$ cat src/rtl/ncv_pkg.sv
// ----------------------------------------------------------------------------
// ncv_pkg
// Types and fixed constants shared by the normalised convolution core.
// ----------------------------------------------------------------------------
package ncv_pkg;

	localparam int WBITS   = 14;  // effective width, up to 8192
	localparam int KBITS   = 4;   // effective kernel side, up to 15
	localparam int QCOLW   = 13;  // column field of a queued request
	localparam int QRMW    = 4;   // ring row field of a queued request
	localparam int RES_W   = 38;

	typedef enum logic [1:0] {
		CFG_WIDTH  = 2'd0,
		CFG_HEIGHT = 2'd1,
		CFG_KSIZE  = 2'd2
	} cfg_idx_t;

	typedef enum logic {
		REQ_COEF  = 1'b0,
		REQ_PIXEL = 1'b1
	} req_kind_t;

	typedef enum logic [2:0] {
		B_IDLE,
		B_RD,
		B_MUL,
		B_SUM,
		B_ACC,
		B_DIV,
		B_OUT
	} back_state_t;

	typedef struct packed {
		logic               req_type;
		logic [2:0]         coef_row;
		logic [2:0]         coef_col;
		logic signed [15:0] coef_value;
		logic signed [15:0] pixel_value;
	} item_t;

	typedef struct packed {
		logic signed [RES_W-1:0] filtered_value;
		logic [15:0]             out_row;
		logic [9:0]              out_col;
		logic                    div_zero;
		logic                    last_in_frame;
	} result_t;

	typedef struct packed {
		logic               req_type;
		logic [2:0]         coef_row;
		logic [2:0]         coef_col;
		logic signed [15:0] coef_value;
		logic signed [15:0] pixel_value;
		logic [QCOLW-1:0]   col;
		logic [QRMW-1:0]    rowmod;
		logic               emit;
		logic [15:0]        out_row;
		logic [9:0]         out_col;
		logic               last;
	} qitem_t;

endpackage

$ cat src/rtl/ncv_fifo.sv
// ----------------------------------------------------------------------------
// ncv_fifo
// Short request queue between the front and back parts.
// ----------------------------------------------------------------------------
module ncv_fifo
	import ncv_pkg::*;
#(
	parameter int DEPTH = 4
) (
	input  logic   clk,
	input  logic   arst_n,
	input  logic   push,
	input  qitem_t wdata,
	output logic   full,
	input  logic   pop,
	output logic   empty,
	output qitem_t rdata
);

	localparam int AW = (DEPTH > 1) ? $clog2(DEPTH) : 1;

	qitem_t          mem_q [DEPTH];
	logic [AW-1:0]   wp_q, rp_q;
	logic [AW:0]     cnt_q;

	assign full  = (cnt_q == (AW+1)'(DEPTH));
	assign empty = (cnt_q == '0);
	assign rdata = mem_q[rp_q];

	always_ff @(posedge clk) begin
		if (push) begin
			mem_q[wp_q] <= wdata;
		end
	end

	always_ff @(posedge clk or negedge arst_n) begin
		if (!arst_n) begin
			wp_q  <= '0;
			rp_q  <= '0;
			cnt_q <= '0;
		end else begin
			if (push) begin
				wp_q <= (wp_q == AW'(DEPTH-1)) ? '0 : wp_q + AW'(1);
			end
			if (pop) begin
				rp_q <= (rp_q == AW'(DEPTH-1)) ? '0 : rp_q + AW'(1);
			end
			if (push && !pop) begin
				cnt_q <= cnt_q + (AW+1)'(1);
			end else if (pop && !push) begin
				cnt_q <= cnt_q - (AW+1)'(1);
			end
		end
	end

endmodule

$ cat config.mk
export PLATFORM = sky130hd
export DESIGN_NAME = ncv_fifo
export DESIGN_NICKNAME = d
export VERILOG_FILES = /design/src/rtl/ncv_pkg.sv /design/src/rtl/ncv_fifo.sv
export SDC_FILE = /design/constraint.sdc
export NUM_CORES = 1
export LEC_CHECK = 0
export BUFFER_PORTS_ARGS = -buffer_cell sky130_fd_sc_hd__clkbuf_2
export CAP_MARGIN = 20
export CELL_PAD_IN_SITES_DETAIL_PLACEMENT = 1
export CELL_PAD_IN_SITES_GLOBAL_PLACEMENT = 1
export CORE_AREA = 2 2 181 183
export DETAILED_ROUTE_END_ITERATION = 16
export DIE_AREA = 0 0 183 185
export PLACE_DENSITY = 0.63
export REMOVE_ABC_BUFFERS = 1
export SLEW_MARGIN = 20
export SYNTH_ARGS = -nofsm -noshare
export SYNTH_HDL_FRONTEND = slang
export SYNTH_SLANG_ARGS = --single-unit
$ cat constraint.sdc
create_clock -name clk -period 7.6 [get_ports clk]
set_input_delay 1.14 -clock clk [delete_from_list [all_inputs] [get_ports clk]]
set_output_delay 1.14 -clock clk [all_outputs]
set_load 0.03 [all_outputs]
# Yosys cells after proc, flatten, opt, wreduce, memory -nomap -nowiden
# Memory sizes are Yosys's and may differ from the RTL's.
# Cells that the tools add are included.
# op_classes
n_reduce_logical	6
shift	0
addsub	4
n_div	0
mul	0
n_eq_ne	3
magnitude_cmp	0
n_bitwise	0
n_mux	6
# ops
op	n
3-bit two-way mux	2
2-bit by 1-bit adder with 2-bit output, second input constant	2
2-bit == test, second input constant	2
2-bit two-way mux	2
3-bit by 1-bit adder with 3-bit output, second input constant	1
3-bit == test, second input constant	1
3-bit zero test	1
3-bit by 1-bit subtractor with 3-bit output, second input constant	1
1-bit logical AND	2
1-bit zero test	2
1-bit two-way mux	2
2-bit nonzero test	1
# word_totals
rom_bits	0
n_memories	1
latchBits	0
reg_bits	7
ramBits	336
inputBits	88
elab_cells	23
# mem_list
memory	depth	word_bits	rd	rd_ports_with_merged_regs	wr	line_no	rtl
mem_q	4	84	1	0	1	ncv_fifo.sv:22	qitem_t mem_q [DEPTH];

# Logic depth before layout (Yosys ltp)
# depth
ltp_word	4
depth_mapped	7

# Least setup slack after synthesis
# OpenSTA, ideal clock, no wires.
# synth_path
path_kind	in2reg
startpoint	input push
endpoint	memory mem_q[2][0] in the netlist's numbering, enable pin
setup_ns	0.451
t_arrival_ns	3.092
path_slack_ns	4.056
stages	1
cell_sequence	and2_1
# synth_via
elab_chain_cells	2
# synth_lines
item	line_no	rtl
from (decl)	ncv_fifo.sv:12	input logic push,
1-bit two-way mux	ncv_fifo.sv:31	if (push) begin
1-bit two-way mux (implied by the code)	ncv_fifo.sv:32	mem_q[wp_q] <= wdata;
to (decl)	ncv_fifo.sv:22	
# Every way passes these cells.

==> impl_metrics.json <==
{
  "grt_pass1_vias": 6350,
  "status": "complete, no violations",
  "io_buffers": 173,
  "ant_nets": 0,
  "cts_buffers": 38,
  "cp-end-kind": "output pin",
  "total_power_mw": 6.447,
  "fillers": 2877,
  "layout-drive-gt1-share": 0.4730,
  "die_y_um": 185,
  "fin_skew_ns": 0.01657,
  "grt_start_max_net_pins": 54,
  "synth_top_area_share": 0.8026,
  "reg2reg_depth": 4,
  "post_cts.repair.setup_buffers": 0,
  "dp_slack_ns": 3.570,
  "htreeDepth": 2,
  "detail_route.wl_per_cell_um": 22.35,
  "worstMarginPinSlew_ns": 0.9468,
  "place_inst": 1044,
  "path_cells": "buf_4, mux4_2, clkbuf_2",
  "ys.flop_type": "edfxtp_1",
  "ys_warn_count": 0,
  "clock_path_buffers": 3,
  "fmax_mhz": 227.9,
  "die_w_um": 183,
  "via_count": 5633,
  "cts_tree": "done",
  "clock_latency_ns": 0.51,
  "ir_drop_uv": 214.8,
  "start_util": 0.3923,
  "fin_hold_ws_ns": 0.4709,
  "async_reset_ff_frac": 0.02041,
  "hold_path.class": "input port to asynchronous set/reset pin",
  "synth-edff-count": 336,
  "grt_pass1_wl_um": 37630,
  "power_density_nw_per_um2": 424.7,
  "drt-initial-drc-count": 373,
  "cp.arrival_ns": 3.25,
  "grt_antenna_before_repair": 3,
  "final_core_util": 0.4738,
  "slew_viol_final": 0,
  "fin_nets": 771,
  "clk_pin_slew_ns": 0.06,
  "hold_viol": 0,
  "totalWireLength_um": 24880,
  "maxCapViolCount": 0,
  "core_um2": 32040,
  "cp.required_ns": 6.46,
  "worst_slack_ns": 3.212,
  "drc": 0,
  "ios": 174,
  "syn_avg_cell_area_um2": 26.41,
  "cp_slowest_stage_delay_ns": 0.98,
  "synthCells": 476,
  "placed_area_um2": 13830,
  "cts_root_buf": "clkbuf_16",
  "gp_congestion": 0.6392,
  "ys_seq_elements": 343,
  "cts_resized": 0,
  "layout.cells.non_filler": 1113,
  "dp_hpwl_um": 14630,
  "p_leak_nw": 5.226,
  "seq_area_frac_synth": 0.8166,
  "tns_ns": 0,
  "relSlewSlack": 0.3688,
  "dieArea_um2": 33860,
  "hold_buffers": 0,
  "grt_usage": 0.1486,
  "crit_path_max_fanout": 46,
  "cts_sinks": 343,
  "grt_remaining_overflow": 0,
  "fin_crit_ns": 4.388,
  "cp_slowest_cell": "dfrtp_4",
  "startpoint_type": "flop",
  "timing.final.crit_share": 0.5774,
  "design_area_um2": 15180,
  "yosysTopAreaCell": "edfxtp_1",
  "rows": 66,
  "yosys-top-cells-area": "edfxtp_1 (80%), mux4_2 (15%), dfrtp_1 (1.4%)",
  "dr.pass1.iters": 4,
  "ys_types": 21,
  "area_delta_synth_final_pct": 20.75,
  "final_cell_mix": "edfxtp_1 (336), clkbuf_2 (173), mux4_2 (84)",
  "avgViaCountPerCell": 5.061,
  "layout_commonest_cell": "edfxtp_1",
  "syn-cell-area_um2": 12570,
  "finalSetupViolCount": 0,
  "rsz0062_at_grt": "no",
  "crit_type": "flop to output pin"
}
[registers in the layout (all words and copies together) (netlist names)]
name / flops
cnt_q: 3
wp_q: 2
rp_q: 2
mem_q: 336
[metal layers]
metal | GRT usage | wire length [um]
met4 | 0.04224 | 544
met1 | 0.1923 | 10480
met3 | 0.04267 | 1518
met2 | 0.2467 | 12320
met5 | 0 | 13
[logic make-up (layout without fill, tap and decap cells)]
family / count (synthesis) / count (layout) / synth area share
DFF: 343 / 343 / 0.8166
muxes: 87 / 87 / 0.1532
buffers and inverters: 23 / 251 / 0.01533
and+or+nand+nor: 11 / 11 / 0.004479
adders and majority gates: 7 / 7 / 0.007564
xor gates and xnor gates: 3 / 3 / 0.002091
AOI/OAI and AO/OA: 2 / 2 / 0.0007963
other: 0 / 1 / 0
[final timing paths]
kind,from,end,slack (ns)
worst max-delay path,rp_q[0],rdata[19],3.21
worst min-delay path,arst_n,cnt_q[0],0.47
worst max register to register,wp_q[0],mem_q[0][22],5.24
worst min register to register,cnt_q[2],cnt_q[2],0.51
max in group asynchronous,arst_n,rp_q[0],6.90
min in group clk,cnt_q[2],cnt_q[2],0.51
[cell type report]
class	instances	area, um2	area share
Inverter	4	15.01	0.0009891
Antenna cell	1	2.502	0.0001649
Clock inverter	24	340.3	0.02242
Tap cell	408	510.5	0.03363
Multi-Input combinational cell	110	2123	0.1399
Clock buffer	44	1005	0.06619
Timing Repair Buffer	179	910.9	0.06001
Sequential cell	343	10270	0.6767
[report_power, final]
group,total [mW],switching (mW),internal [mW]
Combinational,1.89,1.20,0.693
Clock,1.94,0.718,1.22
Sequential,2.61,0.185,2.43
[worst max-delay path: cells and delay by family (launching register included)]
family,cells,cell delay (ns)
muxes,1,0.64
DFF,1,0.98
buffers and inverters,2,1.04
[synth_stat cells (2+ instances only)]
cell / count
and2_1: 4
buf_1: 3
buf_12: 4
buf_2: 6
buf_4: 4
dfrtp_1: 7
edfxtp_1: 336
ha_1: 6
inv_1: 4
mux2_2: 3
mux4_2: 84
nand2_1: 2
nor2_1: 3
o21ai_0: 2
xor2_1: 2
Note: power is estimated with default switching activity, not from simulation.
