==> src/rtl/ncv_pkg.sv <==
// ----------------------------------------------------------------------------
// ncv_pkg
// Types and fixed constants shared by the normalised convolution core.
// ----------------------------------------------------------------------------
package ncv_pkg;

	localparam int WBITS   = 14;  // effective width, up to 8192
	localparam int KBITS   = 4;   // effective kernel side, up to 15
	localparam int QCOLW   = 13;  // column field of a queued request
	localparam int QRMW    = 4;   // ring row field of a queued request
	localparam int RES_W   = 38;

	typedef enum logic [1:0] {
		CFG_WIDTH  = 2'd0,
		CFG_HEIGHT = 2'd1,
		CFG_KSIZE  = 2'd2
	} cfg_idx_t;

	typedef enum logic {
		REQ_COEF  = 1'b0,
		REQ_PIXEL = 1'b1
	} req_kind_t;

	typedef enum logic [2:0] {
		B_IDLE,
		B_RD,
		B_MUL,
		B_SUM,
		B_ACC,
		B_DIV,
		B_OUT
	} back_state_t;

	typedef struct packed {
		logic               req_type;
		logic [2:0]         coef_row;
		logic [2:0]         coef_col;
		logic signed [15:0] coef_value;
		logic signed [15:0] pixel_value;
	} item_t;

	typedef struct packed {
		logic signed [RES_W-1:0] filtered_value;
		logic [15:0]             out_row;
		logic [9:0]              out_col;
		logic                    div_zero;
		logic                    last_in_frame;
	} result_t;

	typedef struct packed {
		logic               req_type;
		logic [2:0]         coef_row;
		logic [2:0]         coef_col;
		logic signed [15:0] coef_value;
		logic signed [15:0] pixel_value;
		logic [QCOLW-1:0]   col;
		logic [QRMW-1:0]    rowmod;
		logic               emit;
		logic [15:0]        out_row;
		logic [9:0]         out_col;
		logic               last;
	} qitem_t;

endpackage

==> src/rtl/ncv_front.sv <==
// ----------------------------------------------------------------------------
// ncv_front
// Accepts requests, tracks the raster position and tags each pixel with
// its window position before it is queued.
// ----------------------------------------------------------------------------
module ncv_front
	import ncv_pkg::*;
#(
	parameter int MAX_KERNEL = 5,
	parameter int MAX_WIDTH  = 1024
) (
	input  logic             clk,
	input  logic             arst_n,
	input  logic             restart,
	input  logic [WBITS-1:0] eff_w,
	input  logic [15:0]      eff_h,
	input  logic [KBITS-1:0] eff_k,
	input  logic             item_valid,
	output logic             item_ready,
	input  item_t            item,
	input  logic             q_full,
	output logic             push,
	output qitem_t           qitem
);

	localparam int CW  = $clog2(MAX_WIDTH);
	localparam int RMW = (MAX_KERNEL > 1) ? $clog2(MAX_KERNEL) : 1;

	logic [CW-1:0]    col_q;
	logic [15:0]      row_q;
	logic [RMW-1:0]   rm_q;
	logic [WBITS-1:0] colp1;
	logic [16:0]      rowp1;

	assign item_ready = !q_full;
	assign push       = item_valid && item_ready;
	assign colp1      = WBITS'(col_q) + WBITS'(1);
	assign rowp1      = {1'b0, row_q} + 17'd1;

	always_comb begin
		qitem.req_type    = item.req_type;
		qitem.coef_row    = item.coef_row;
		qitem.coef_col    = item.coef_col;
		qitem.coef_value  = item.coef_value;
		qitem.pixel_value = item.pixel_value;
		qitem.col         = QCOLW'(col_q);
		qitem.rowmod      = QRMW'(rm_q);
		qitem.emit        = (rowp1 >= 17'(eff_k)) && (colp1 >= WBITS'(eff_k));
		qitem.out_row     = 16'(rowp1 - 17'(eff_k));
		qitem.out_col     = 10'(colp1 - WBITS'(eff_k));
		qitem.last        = (rowp1 == {1'b0, eff_h}) && (colp1 == eff_w);
	end

	always_ff @(posedge clk or negedge arst_n) begin
		if (!arst_n) begin
			col_q <= '0;
			row_q <= '0;
			rm_q  <= '0;
		end else if (restart) begin
			col_q <= '0;
			row_q <= '0;
			rm_q  <= '0;
		end else if (push && (item.req_type == REQ_PIXEL)) begin
			if (colp1 >= eff_w) begin
				col_q <= '0;
				if (rowp1 >= {1'b0, eff_h}) begin
					row_q <= '0;
					rm_q  <= '0;
				end else begin
					row_q <= row_q + 16'd1;
					rm_q  <= (rm_q == RMW'(MAX_KERNEL-1)) ? '0 : rm_q + RMW'(1);
				end
			end else begin
				col_q <= col_q + CW'(1);
			end
		end
	end

endmodule

==> config.mk <==
export PLATFORM = sky130hd
export DESIGN_NAME = ncv_front
export DESIGN_NICKNAME = d
export VERILOG_FILES = /design/src/rtl/ncv_pkg.sv /design/src/rtl/ncv_front.sv
export SDC_FILE = /design/constraint.sdc
export NUM_CORES = 1
export LEC_CHECK = 0
export BUFFER_PORTS_ARGS = -buffer_cell sky130_fd_sc_hd__buf_2
export CAP_MARGIN = 20
export CORE_ASPECT_RATIO = 0.5
export CORE_MARGIN = 1.5
export CORE_UTILIZATION = 40
export DETAILED_ROUTE_END_ITERATION = 16
export HOLD_SLACK_MARGIN = 0.06
export PLACE_DENSITY = 0.7
export SLEW_MARGIN = 20
export SYNTH_ARGS = -nofsm -noshare
export SYNTH_HDL_FRONTEND = slang
export SYNTH_SLANG_ARGS = --single-unit
export TNS_END_PERCENT = 20
==> constraint.sdc <==
create_clock -name clk -period 5.8 [get_ports clk]
set_clock_uncertainty 0.1 [all_clocks]
set_input_delay 0.87 -clock clk [delete_from_list [all_inputs] [get_ports clk]]
set_output_delay 0.87 -clock clk [all_outputs]
set_load 0.1 [all_outputs]
# == After elaboration in Yosys (flattened, before gate mapping) ==
# Index checks and enable logic that the tools add are counted.
# classes
addsub,7
n_lt_le_gt_ge,4
n_eq_ne,3
mux,12
reduce_logical,8
# ops
cell,count
$mux 16,4
$mux 10,3
$add 16x1->17 const B,1
$eq 17x16->1,1
$ge 17x16->1,1
$ge 17x4->1,1
$add 16x1->16 const B,1
$sub 16x4->16,1
$mux 3,5
$eq 11x14->1,1
$ge 11x14->1,1
$add 10x1->11 const B,1
$ge 11x4->1,1
$add 10x1->10 const B,1
$sub 10x4->10,1
$logic_and 1x1->1,4
$reduce_bool 2->1,2
$add 3x1->3 const B,1
$eq 3x3->1 const B,1
$reduce_and 2->1,1
$logic_not 1->1,1
# word_totals
ff_bits,29
out_inout_bits,86
word_cells,37

# == Logic depth before layout (Yosys ltp) ==
# Gate-level depths: netlist of the first run.
# logic_depth
word_depth,6
mapped_depth,16
mapped_depth_nobuf,14

# == Worst setup path after synthesis of the first run ==
# Ideal clock, no wire load.
# synth_timing
path_kind,reg2out
from,register col_q[0]
to,output qitem[0] (netlist bit)
t_arrival_ns,5.534
t_required_ns,4.830
path_slack_ns,-0.704
path_stages_with_launch,11
path_cell_list,dfrtp_1 > ha_1 > and3_1 > clkbuf_1 > nand3_1 > xnor2_1 > ha_1 > nand2_1 > nor2_1 > nand2_1 > nor4_1
# synth_lines
element,line,rtl
start: declaration,ncv_front.sv:29,logic [CW-1:0] col_q;
start signal: assignment,ncv_front.sv:74,col_q <= col_q + CW'(1);
end: declaration,ncv_front.sv:23,output qitem_t qitem

==> summary.txt, run 1 <==
Timing
  • RSZ-0062 raised after global routing: false
  • Worst-Margin Slew: 956 ps
  • Setup TNS: 0 ps
  • Peak Freq: 0.211 GHz
  • Final WS setup: 1070 ps
  • Fin Hold WS: 421 ps
  • Finish-stage setup viols: 0
  • Slew HR: 36.0%
  • Final hold violation count: 0
  • Fin crit period: 4730 ps
  • Final period util: 81.6%
  • Slew Viols, Final: 0

Run status
  • Status: complete, no violations

Placement
  • Port bufs: 83
  • DP HPWL: 7290 um
  • GP Congestion: 0.939
  • DP Worst Slack: 1360 ps

Route
  • DRC viols: 0
  • Initial drt markers: 222
  • WL/cell: 15.0 um
  • Final ANT Viol Nets: 0
  • Drt via density: 5.31
  • Via Count: 3226
  • Final wirelength: 9120 um
  • DR pass1 iterations: 4

Pwr
  • Pwr Density: 539 mW/mm^2
  • Leak: 0.00209 uW
  • Final Power: 2140 uW
  • Peak supply drop: 307 uV

Global route
  • Largest net degree at the start of global routing: 30
  • Vias in the first global route: 3020
  • Initial antenna violation count: 0
  • Gr ovfl total: 0
  • First-pass GRT wire length: 14600 um
  • Total Routing Usage GR: 19.0%

Floorplanning
  • Initial Util: 41.5%
  • Core Rows: 24
  • Ports: 164
  • Die Footprint: 0.00968 sq mm
  • Area of the core: 0.00874 sq mm
  • Die width: 138 um
  • Chip height: 70.3 um

Synth
  • Syn. warnings: 0
  • Mapped Cells: 453
  • Synth area leader: dfrtp_1
  • Synthesized area per cell: 8.00 sq um
  • Synth area leaders: dfrtp_1 20%, ha_1 13%, buf_4 8.9%
  • Predominant post-synthesis flop cell: dfrtp_1
  • Asr flop ratio synth: 100%
  • Post-synthesis sequential area ratio: 20.0%
  • Share of the synthesized area in the top cell type: 20.0%
  • Distinct cells, synth: 54
  • Synthesized cell area: 0.00362 sq mm
  • Post-synth EDFFs: 0
  • #FFs+latches synth: 29

Clock network
  • Hold-fix buffers at CTS: 0
  • H-tree Lvls: 2
  • CTS Sinks: 29
  • CTS tree: built
  • Post-CTS setup buffers: 0
  • Clock root buffer: clkbuf_16
  • Clk Latency, worst-skew pair: 280 ps
  • CTS clk-pin slew, worst paths: 50 ps
  • Post-CTS resize count: 0
  • Cts bufs inserted: 5
  • Clock buffer depth: 2

Worst setup path
  • CP startpoint kind: flip-flop
  • Setup crit end kind: primary output
  • CP Max Fanout: 10
  • CP required: 4830 ps
  • Critical path class: reg2out
  • Arr. time, crit path: 3760 ps

Finish
  • Final net count: 607
  • Area occupied by multi-input gates: 0.00236 sq mm
  • Register area: 726 sq um
  • Commonest non-fill, non-tap cell in the layout: buf_2
  • Antenna Cells: 0
  • Fillers: 878
  • Commonest cells after routing, fill and taps aside: 83 x buf_2, 46 x inv_1, 37 x ha_1
  • Synthesis-to-finish area growth: 9.70%
  • Share of cells above drive strength 1: 21.6%

Worst hold path
  • Worst min path class: reg2reg

Job
  • Max Cap Violations: 0
[state kept, by name, summed over array words and instances, names as in the netlist]
name and cells:
rm_q 3, row_q 16, col_q 10
[layer usage]
metal / global-route usage [%] / part of all wire, % / vias to the layer above
met3: 2.32 / 6.7 / 32
met5: 0 / 0 / -
met1: 25.4 / 45 / 1472
met4: 6.20 / 1.8 / 0
met2: 31.6 / 47 / 127
li1: - / - / 1595
[cell families (layout without fill, tap and decap cells)]
group,count (synthesis),after routing,share of synthesized area (%)
other cells,1,4,0.103
xor+xnor,48,48,12.4
buf+inv,102,137,15.4
fa+ha+maj,39,39,13.9
compound gates,82,82,15.5
mux,5,5,1.48
simple gates,147,147,21.3
flops,29,29,20.0
[final cells by class]
cell class	count	area share, %
clock buffer	7	3.84
clock inverter	1	0.126
inverter	46	4.34
multi-input combinational	325	59.3
sequential	29	18.3
tap	117	3.68
timing repair buffer	83	10.4
[synth_stat cells, drive strengths merged, types with 4 or more instances]
cell    number
a211o        4
a21o         8
a21oi       23
a22o         7
and2         4
and3        12
buf         49
clkbuf       7
dfrtp       29
ha          37
inv         46
nand2       30
nand2b       5
nand3       25
nand4        7
nor2        33
nor2b        5
nor3        12
nor4         5
o21ai       11
o31ai        9
xnor2       33
xor2        13
[report_power, final]
part           internal (uW)  switching [uW]
Clock                    181            88.0
Sequential               237            61.4
Combinational            317            1260
Total                    735            1410
[worst paths after layout]
check	startpoint	endpoint	slack [ps]	depth (start not counted)
max	row_q[0]	qitem[0]	1070	11
min	rm_q[2]	rm_q[2]	420	1
max reg2reg	row_q[0]	row_q[10]	1720	12
min reg2reg	rm_q[2]	rm_q[2]	420	1
max in group asynchronous	arst_n	row_q[8]	4630	1
min in group asynchronous	arst_n	col_q[3]	530	1
[stage by stage]
stage,cell area (sq um),instances,utilization [%]
6_report,3980,608,45.5
5_1_grt,3980,608,45.5
3_5_place_dp,3820,600,43.7
2_1_floorplan,3640,456,-
3_3_place_gp,3820,600,43.7
4_1_cts,3980,608,45.5
[worst max-delay path, stage by stage, from the launching register on]
cell	delay [ps]
dfrtp_1	500
ha_1	320
nand4_1	160
nor4_4	450
nand2_1	130
xnor2_1	370
ha_1	210
nand3_1	80
a21oi_1	210
nand4_1	250
nor4_2	340
buf_2	470
Note: power is estimated with default switching activity, not from simulation.
==> run 2: changes to the inputs <==
==> constraint.sdc (replaced) <==
create_clock -name clk -period 4.57 [get_ports clk]
set_clock_uncertainty 0.1 [all_clocks]
set_input_delay 0.6855 -clock clk [delete_from_list [all_inputs] [get_ports clk]]
set_output_delay 0.6855 -clock clk [all_outputs]
set_load 0.1 [all_outputs]
==> summary.txt, run 2 (synthesized netlist as in run 1, its figures left out) <==
Timing
  • Final hold violation count: 0
  • Fin Hold WS: 361 ps
  • Slew HR: 41.4%
  • Final period util: 96.1%
  • Fin crit period: 4390 ps
  • Setup TNS: 0 ps
  • Slew Viols, Final: 0
  • Peak Freq: 0.228 GHz
  • Finish-stage setup viols: 0
  • RSZ-0062 raised after global routing: false
  • Worst-Margin Slew: 879 ps

Worst setup path
  • CP startpoint kind: flip-flop
  • Arr. time, crit path: 3610 ps
  • Critical path class: reg2out
  • Setup crit end kind: primary output
  • Worst R2R End: row_q[13]
  • Depth of the most critical reg-to-reg path: 13
  • FF-to-FF Start: row_q[0]
  • CP Max Fanout: 7
  • R2R setup slack: 600 ps
  • CP required: 3780 ps

Placement
  • DP HPWL: 7400 um
  • Placed insts: 604
  • GP Congestion: 0.972
  • Port bufs: 83

Finish
  • Share of cells above drive strength 1: 22.7%
  • Biggest regs: row_q (16), col_q (10), rm_q (3)
  • Commonest cells after routing, fill and taps aside: 82 x buf_2, 46 x inv_1, 37 x ha_1
  • Antenna Cells: 0
  • Final non-filler cell total: 614
  • Commonest non-fill, non-tap cell in the layout: buf_2
  • Largest reg by FF count: row_q
  • Max reg flops: 16
  • Final net count: 613
  • Fillers: 871
  • Util after Layout: 46.1%
  • Synthesis-to-finish area growth: 11.1%

Clock network
  • CTS Sinks: 29
  • Clock buffer depth: 2
  • CTS clk-pin slew, worst paths: 50 ps
  • Clk Latency, worst-skew pair: 270 ps
  • Cts bufs inserted: 5
  • CTS tree: built
  • H-tree Lvls: 2
  • Hold-fix buffers at CTS: 0
  • Clock root buffer: clkbuf_16

Global route
  • Total Routing Usage GR: 19.7%
  • First-pass GRT wire length: 15200 um
  • Initial antenna violation count: 0
  • Largest net degree at the start of global routing: 30
  • Vias in the first global route: 3156
  • Gr ovfl total: 0

Job
  • Max Cap Violations: 0

Route
  • Via Count: 3227
  • DR pass1 iterations: 4
  • Final ANT Viol Nets: 0
  • Drt via density: 5.26
  • Initial drt markers: 198
  • Final wirelength: 9330 um
  • WL/cell: 15.2 um
  • DRC viols: 0

Pwr
  • Peak supply drop: 427 uV
  • Leak: 0.00214 uW
  • Pwr Density: 669 mW/mm^2
  • Final Power: 2700 uW

Worst hold path
  • Worst min path class: in2async

Floorplanning
  • Area of the core: 0.00874 sq mm
  • Ports: 164
  • Die Footprint: 0.00968 sq mm
  • Initial Util: 41.5%
  • Chip height: 70.3 um
  • Core Rows: 24
  • Die width: 138 um

Run status
  • Status: complete, no violations
==> run 2: cell types whose count changed in the layout (fill, tap and decap cells not counted), sizes merged <==
cell,delta
clkinv,+1
buf,+6
clkbuf,-1
==> run 2: worst max-delay path by stage <==
stage | cells after the start | end | start | slack [ps]
after floorplan | 8 | qitem[10] | col_q[0] | -350
after CTS | 11 | qitem[0] | row_q[0] | 130
after detailed placement | 11 | qitem[0] | row_q[0] | 290
after global routing | 12 | qitem[0] | row_q[0] | 9
after global placement | 11 | qitem[0] | row_q[0] | 400
final | 9 | qitem[24] | row_q[0] | 180
==> run 2: cell type report <==
| cell class | instances | area [sq um] | share of cell area, % |
|---|---|---|---|
| Clock buffer | 6 | 129 | 3.20 |
| Clock inverter | 2 | 10.0 | 0.249 |
| Inverter | 46 | 173 | 4.29 |
| Multi-Input combinational cell | 325 | 2380 | 59.0 |
| Sequential cell | 29 | 726 | 18.0 |
| Tap cell | 117 | 146 | 3.63 |
| Timing Repair Buffer | 89 | 467 | 11.6 |
==> run 2: routing by layer <==
layer  GRT usage [%]  vias to the layer above  part of all wire [%]
met2            34.4                      101                    47
met4            5.03                        0                   1.6
met1            25.7                     1496                    45
met3            2.18                       24                   5.9
met5               0                        -                     0
li1                -                     1606                     -
==> run 2: repair_timing <==
item / in CTS / in global routing
pin swaps: 0 / 2
setup endpoints to repair: 1 / 1
buffers inserted: 0 / 2
gates cloned: 0 / 0
gates resized for setup: 1 / 3
==> run 2: metrics by stage <==
step	worst slack (ps)	cell area [sq um]
6_report	179	4030
3_5_place_dp	294	3860
5_1_grt	9.05	4030
3_3_place_gp	405	3860
4_1_cts	128	4000
2_1_floorplan	-347	3650
==> run 2: power breakdown <==
part | internal, uW | switching, uW
combinational | 404 | 1600
clock | 199 | 111
sequential | 301 | 79.3
==> run 2: worst max-delay path, cell delays in order (launching register included) <==
cell and delay, ps:
dfrtp_1 500, ha_1 320, xor2_1 290, ha_1 340, a21o_1 200, a211o_1 370
or3_1 460, nand3b_1 200, xnor2_1 220, buf_2 470
==> run 3: changes to the inputs <==
--- a/config.mk
+++ b/config.mk
@@ -9,10 +9,10 @@
 export CAP_MARGIN = 20
 export CORE_ASPECT_RATIO = 0.5
 export CORE_MARGIN = 1.5
-export CORE_UTILIZATION = 40
+export CORE_UTILIZATION = 49
 export DETAILED_ROUTE_END_ITERATION = 16
 export HOLD_SLACK_MARGIN = 0.06
-export PLACE_DENSITY = 0.7
+export PLACE_DENSITY = 0.83
 export SLEW_MARGIN = 20
 export SYNTH_ARGS = -nofsm -noshare
 export SYNTH_HDL_FRONTEND = slang
==> summary.txt, run 3 (synthesized netlist as in run 1, its figures left out) <==
Worst setup path
  • Critical path class: reg2out
  • Slowest stage cell, crit path: dfrtp_1
  • Crit-path most repeated cell: ha_1
  • Setup crit end kind: primary output
  • Critical Path Max Stage Delay: 480 ps
  • Arr. time, crit path: 3560 ps
  • CP Max Fanout: 7
  • CP required: 3780 ps
  • CP startpoint kind: flip-flop
  • Worst path cell trace: ha_1, xor2_1, ha_1, a21o_1, a211o_1, or3_1, a21oi_1, xnor2_1, buf_2

Global route
  • Total Routing Usage GR: 24.2%
  • Gr ovfl total: 0
  • First-pass GRT wire length: 15500 um
  • Initial antenna violation count: 0
  • Vias in the first global route: 3188
  • Largest net degree at the start of global routing: 30

Clock network
  • Cts bufs inserted: 5
  • H-tree Lvls: 2
  • CTS Sinks: 29
  • Clk Latency, worst-skew pair: 290 ps
  • Clock buffer depth: 2
  • Clock root buffer: clkbuf_16
  • CTS clk-pin slew, worst paths: 60 ps
  • CTS tree: built

Finish
  • Biggest regs: row_q (16), col_q (10), rm_q (3)
  • Antenna Cells: 0
  • Final non-filler cell total: 590
  • Final net count: 614
  • Final non-filler cell area: 0.00400 sq mm
  • Max reg flops: 16
  • Largest reg by FF count: row_q
  • Commonest cells after routing, fill and taps aside: 82 x buf_2, 46 x inv_1, 37 x ha_1
  • Share of cells above drive strength 1: 22.9%
  • Synthesis-to-finish area growth: 10.4%
  • Commonest non-fill, non-tap cell in the layout: buf_2

Placement
  • Placed insts: 580
  • Placed cell area: 0.00383 sq mm
  • Port bufs: 83
  • GP Congestion: 0.977
  • DP HPWL: 7640 um

Pwr
  • Peak supply drop: 528 uV
  • Pwr Density: 677 mW/mm^2
  • Leak: 0.00213 uW

Floorplanning
  • Core Rows: 21
  • Area of the core: 0.00691 sq mm
  • Die width: 125 um
  • Chip height: 63.8 um
  • Ports: 164
  • Die Footprint: 0.00795 sq mm
  • Initial Util: 52.5%

Timing
  • Peak Freq: 0.230 GHz
  • Finish-stage setup viols: 0
  • Fin crit period: 4350 ps
  • Slew HR: 47.5%
  • Final hold violation count: 0
  • Worst-Margin Slew: 788 ps
  • Final period util: 95.1%
  • Slew Viols, Final: 0
  • RSZ-0062 raised after global routing: false

Route
  • Final ANT Viol Nets: 0
  • Initial drt markers: 252
  • Drt via density: 5.67
  • Via Count: 3347
  • WL/cell: 16.0 um
  • Final wirelength: 9460 um
  • DRC viols: 0
  • DR pass1 iterations: 4

Worst hold path
  • Worst min path class: in2async

Job
  • Max Cap Violations: 0

Run status
  • Status: complete, no violations
-- run 3: cell types whose count changed in the layout (fill, tap and decap cells not counted) --
cell,previous run,this run
buf_4,6,7
clkbuf_1,1,0
clkinvlp_4,0,1
xnor2_1,32,33
xnor2_2,1,0
-- run 3: power breakdown --
group          leakage [uW]  switching [uW]  internal, uW
clock network     0.0000696             129           199
registers          0.000380            79.2           301
logic               0.00169            1590           408
-- run 3: through the flow --
step	hold WS, ps	total power, uW	utilization [%]	setup TNS, ps	setup WS [ps]
final	335	2710	57.9	0	223
after global routing	393	2830	57.9	0	34.2
after CTS	354	2710	57.5	0	27.0
after detailed placement	414	2380	55.5	0	328
after global placement	408	2360	55.5	0	434
after floorplan	290	2240	-	-879	-347
-- run 3: timing repair --
item                                    in CTS  in global routing
setup buffers                                0                  2
gates resized for setup                      0                  4
endpoints found under the hold margin        0                  0
hold buffers                                 0                  0
endpoints found under the setup margin       0                  1
-- run 3: path summary, 6_finish.rpt --
path | start | to | slack, ps | depth (start not counted)
min reg2reg | rm_q[2] | rm_q[2] | 430 | 1
min | arst_n | col_q[7] | 330 | 1
max in group asynchronous | arst_n | row_q[6] | 3580 | 1
max | row_q[0] | qitem[22] | 220 | 9
max reg2reg | row_q[0] | row_q[7] | 650 | 13
min in group clk | rm_q[2] | rm_q[2] | 430 | 1
-- run 3: area by class of cell --
class | instances | area, sq um
multi-input cells | 325 | 2370
repair buffers | 90 | 474
well taps | 92 | 115
flip-flops and latches | 29 | 726
inverters | 46 | 173
fillers | 646 | 2910
clock buffers | 5 | 125
clock inverters | 3 | 17.5
-- run 3: worst max-delay path: cells and delay by family, from the launching register on --
family,cells,cell delay (ps)
AOI/OAI and AO/OA,3,780
adders and majority gates,2,660
DFF,1,480
buffers and inverters,1,460
and+or+nand+nor,1,450
xor gates and xnor gates,2,450
-- run 3: per-layer routing --
| layer | GRT usage (%) | wire length, um |
|---|---|---|
| met1 | 31.2 | 3940 |
| met3 | 4.36 | 733 |
| met4 | 9.48 | 258 |
| met2 | 40.8 | 4520 |
| met5 | 0 | 0 |
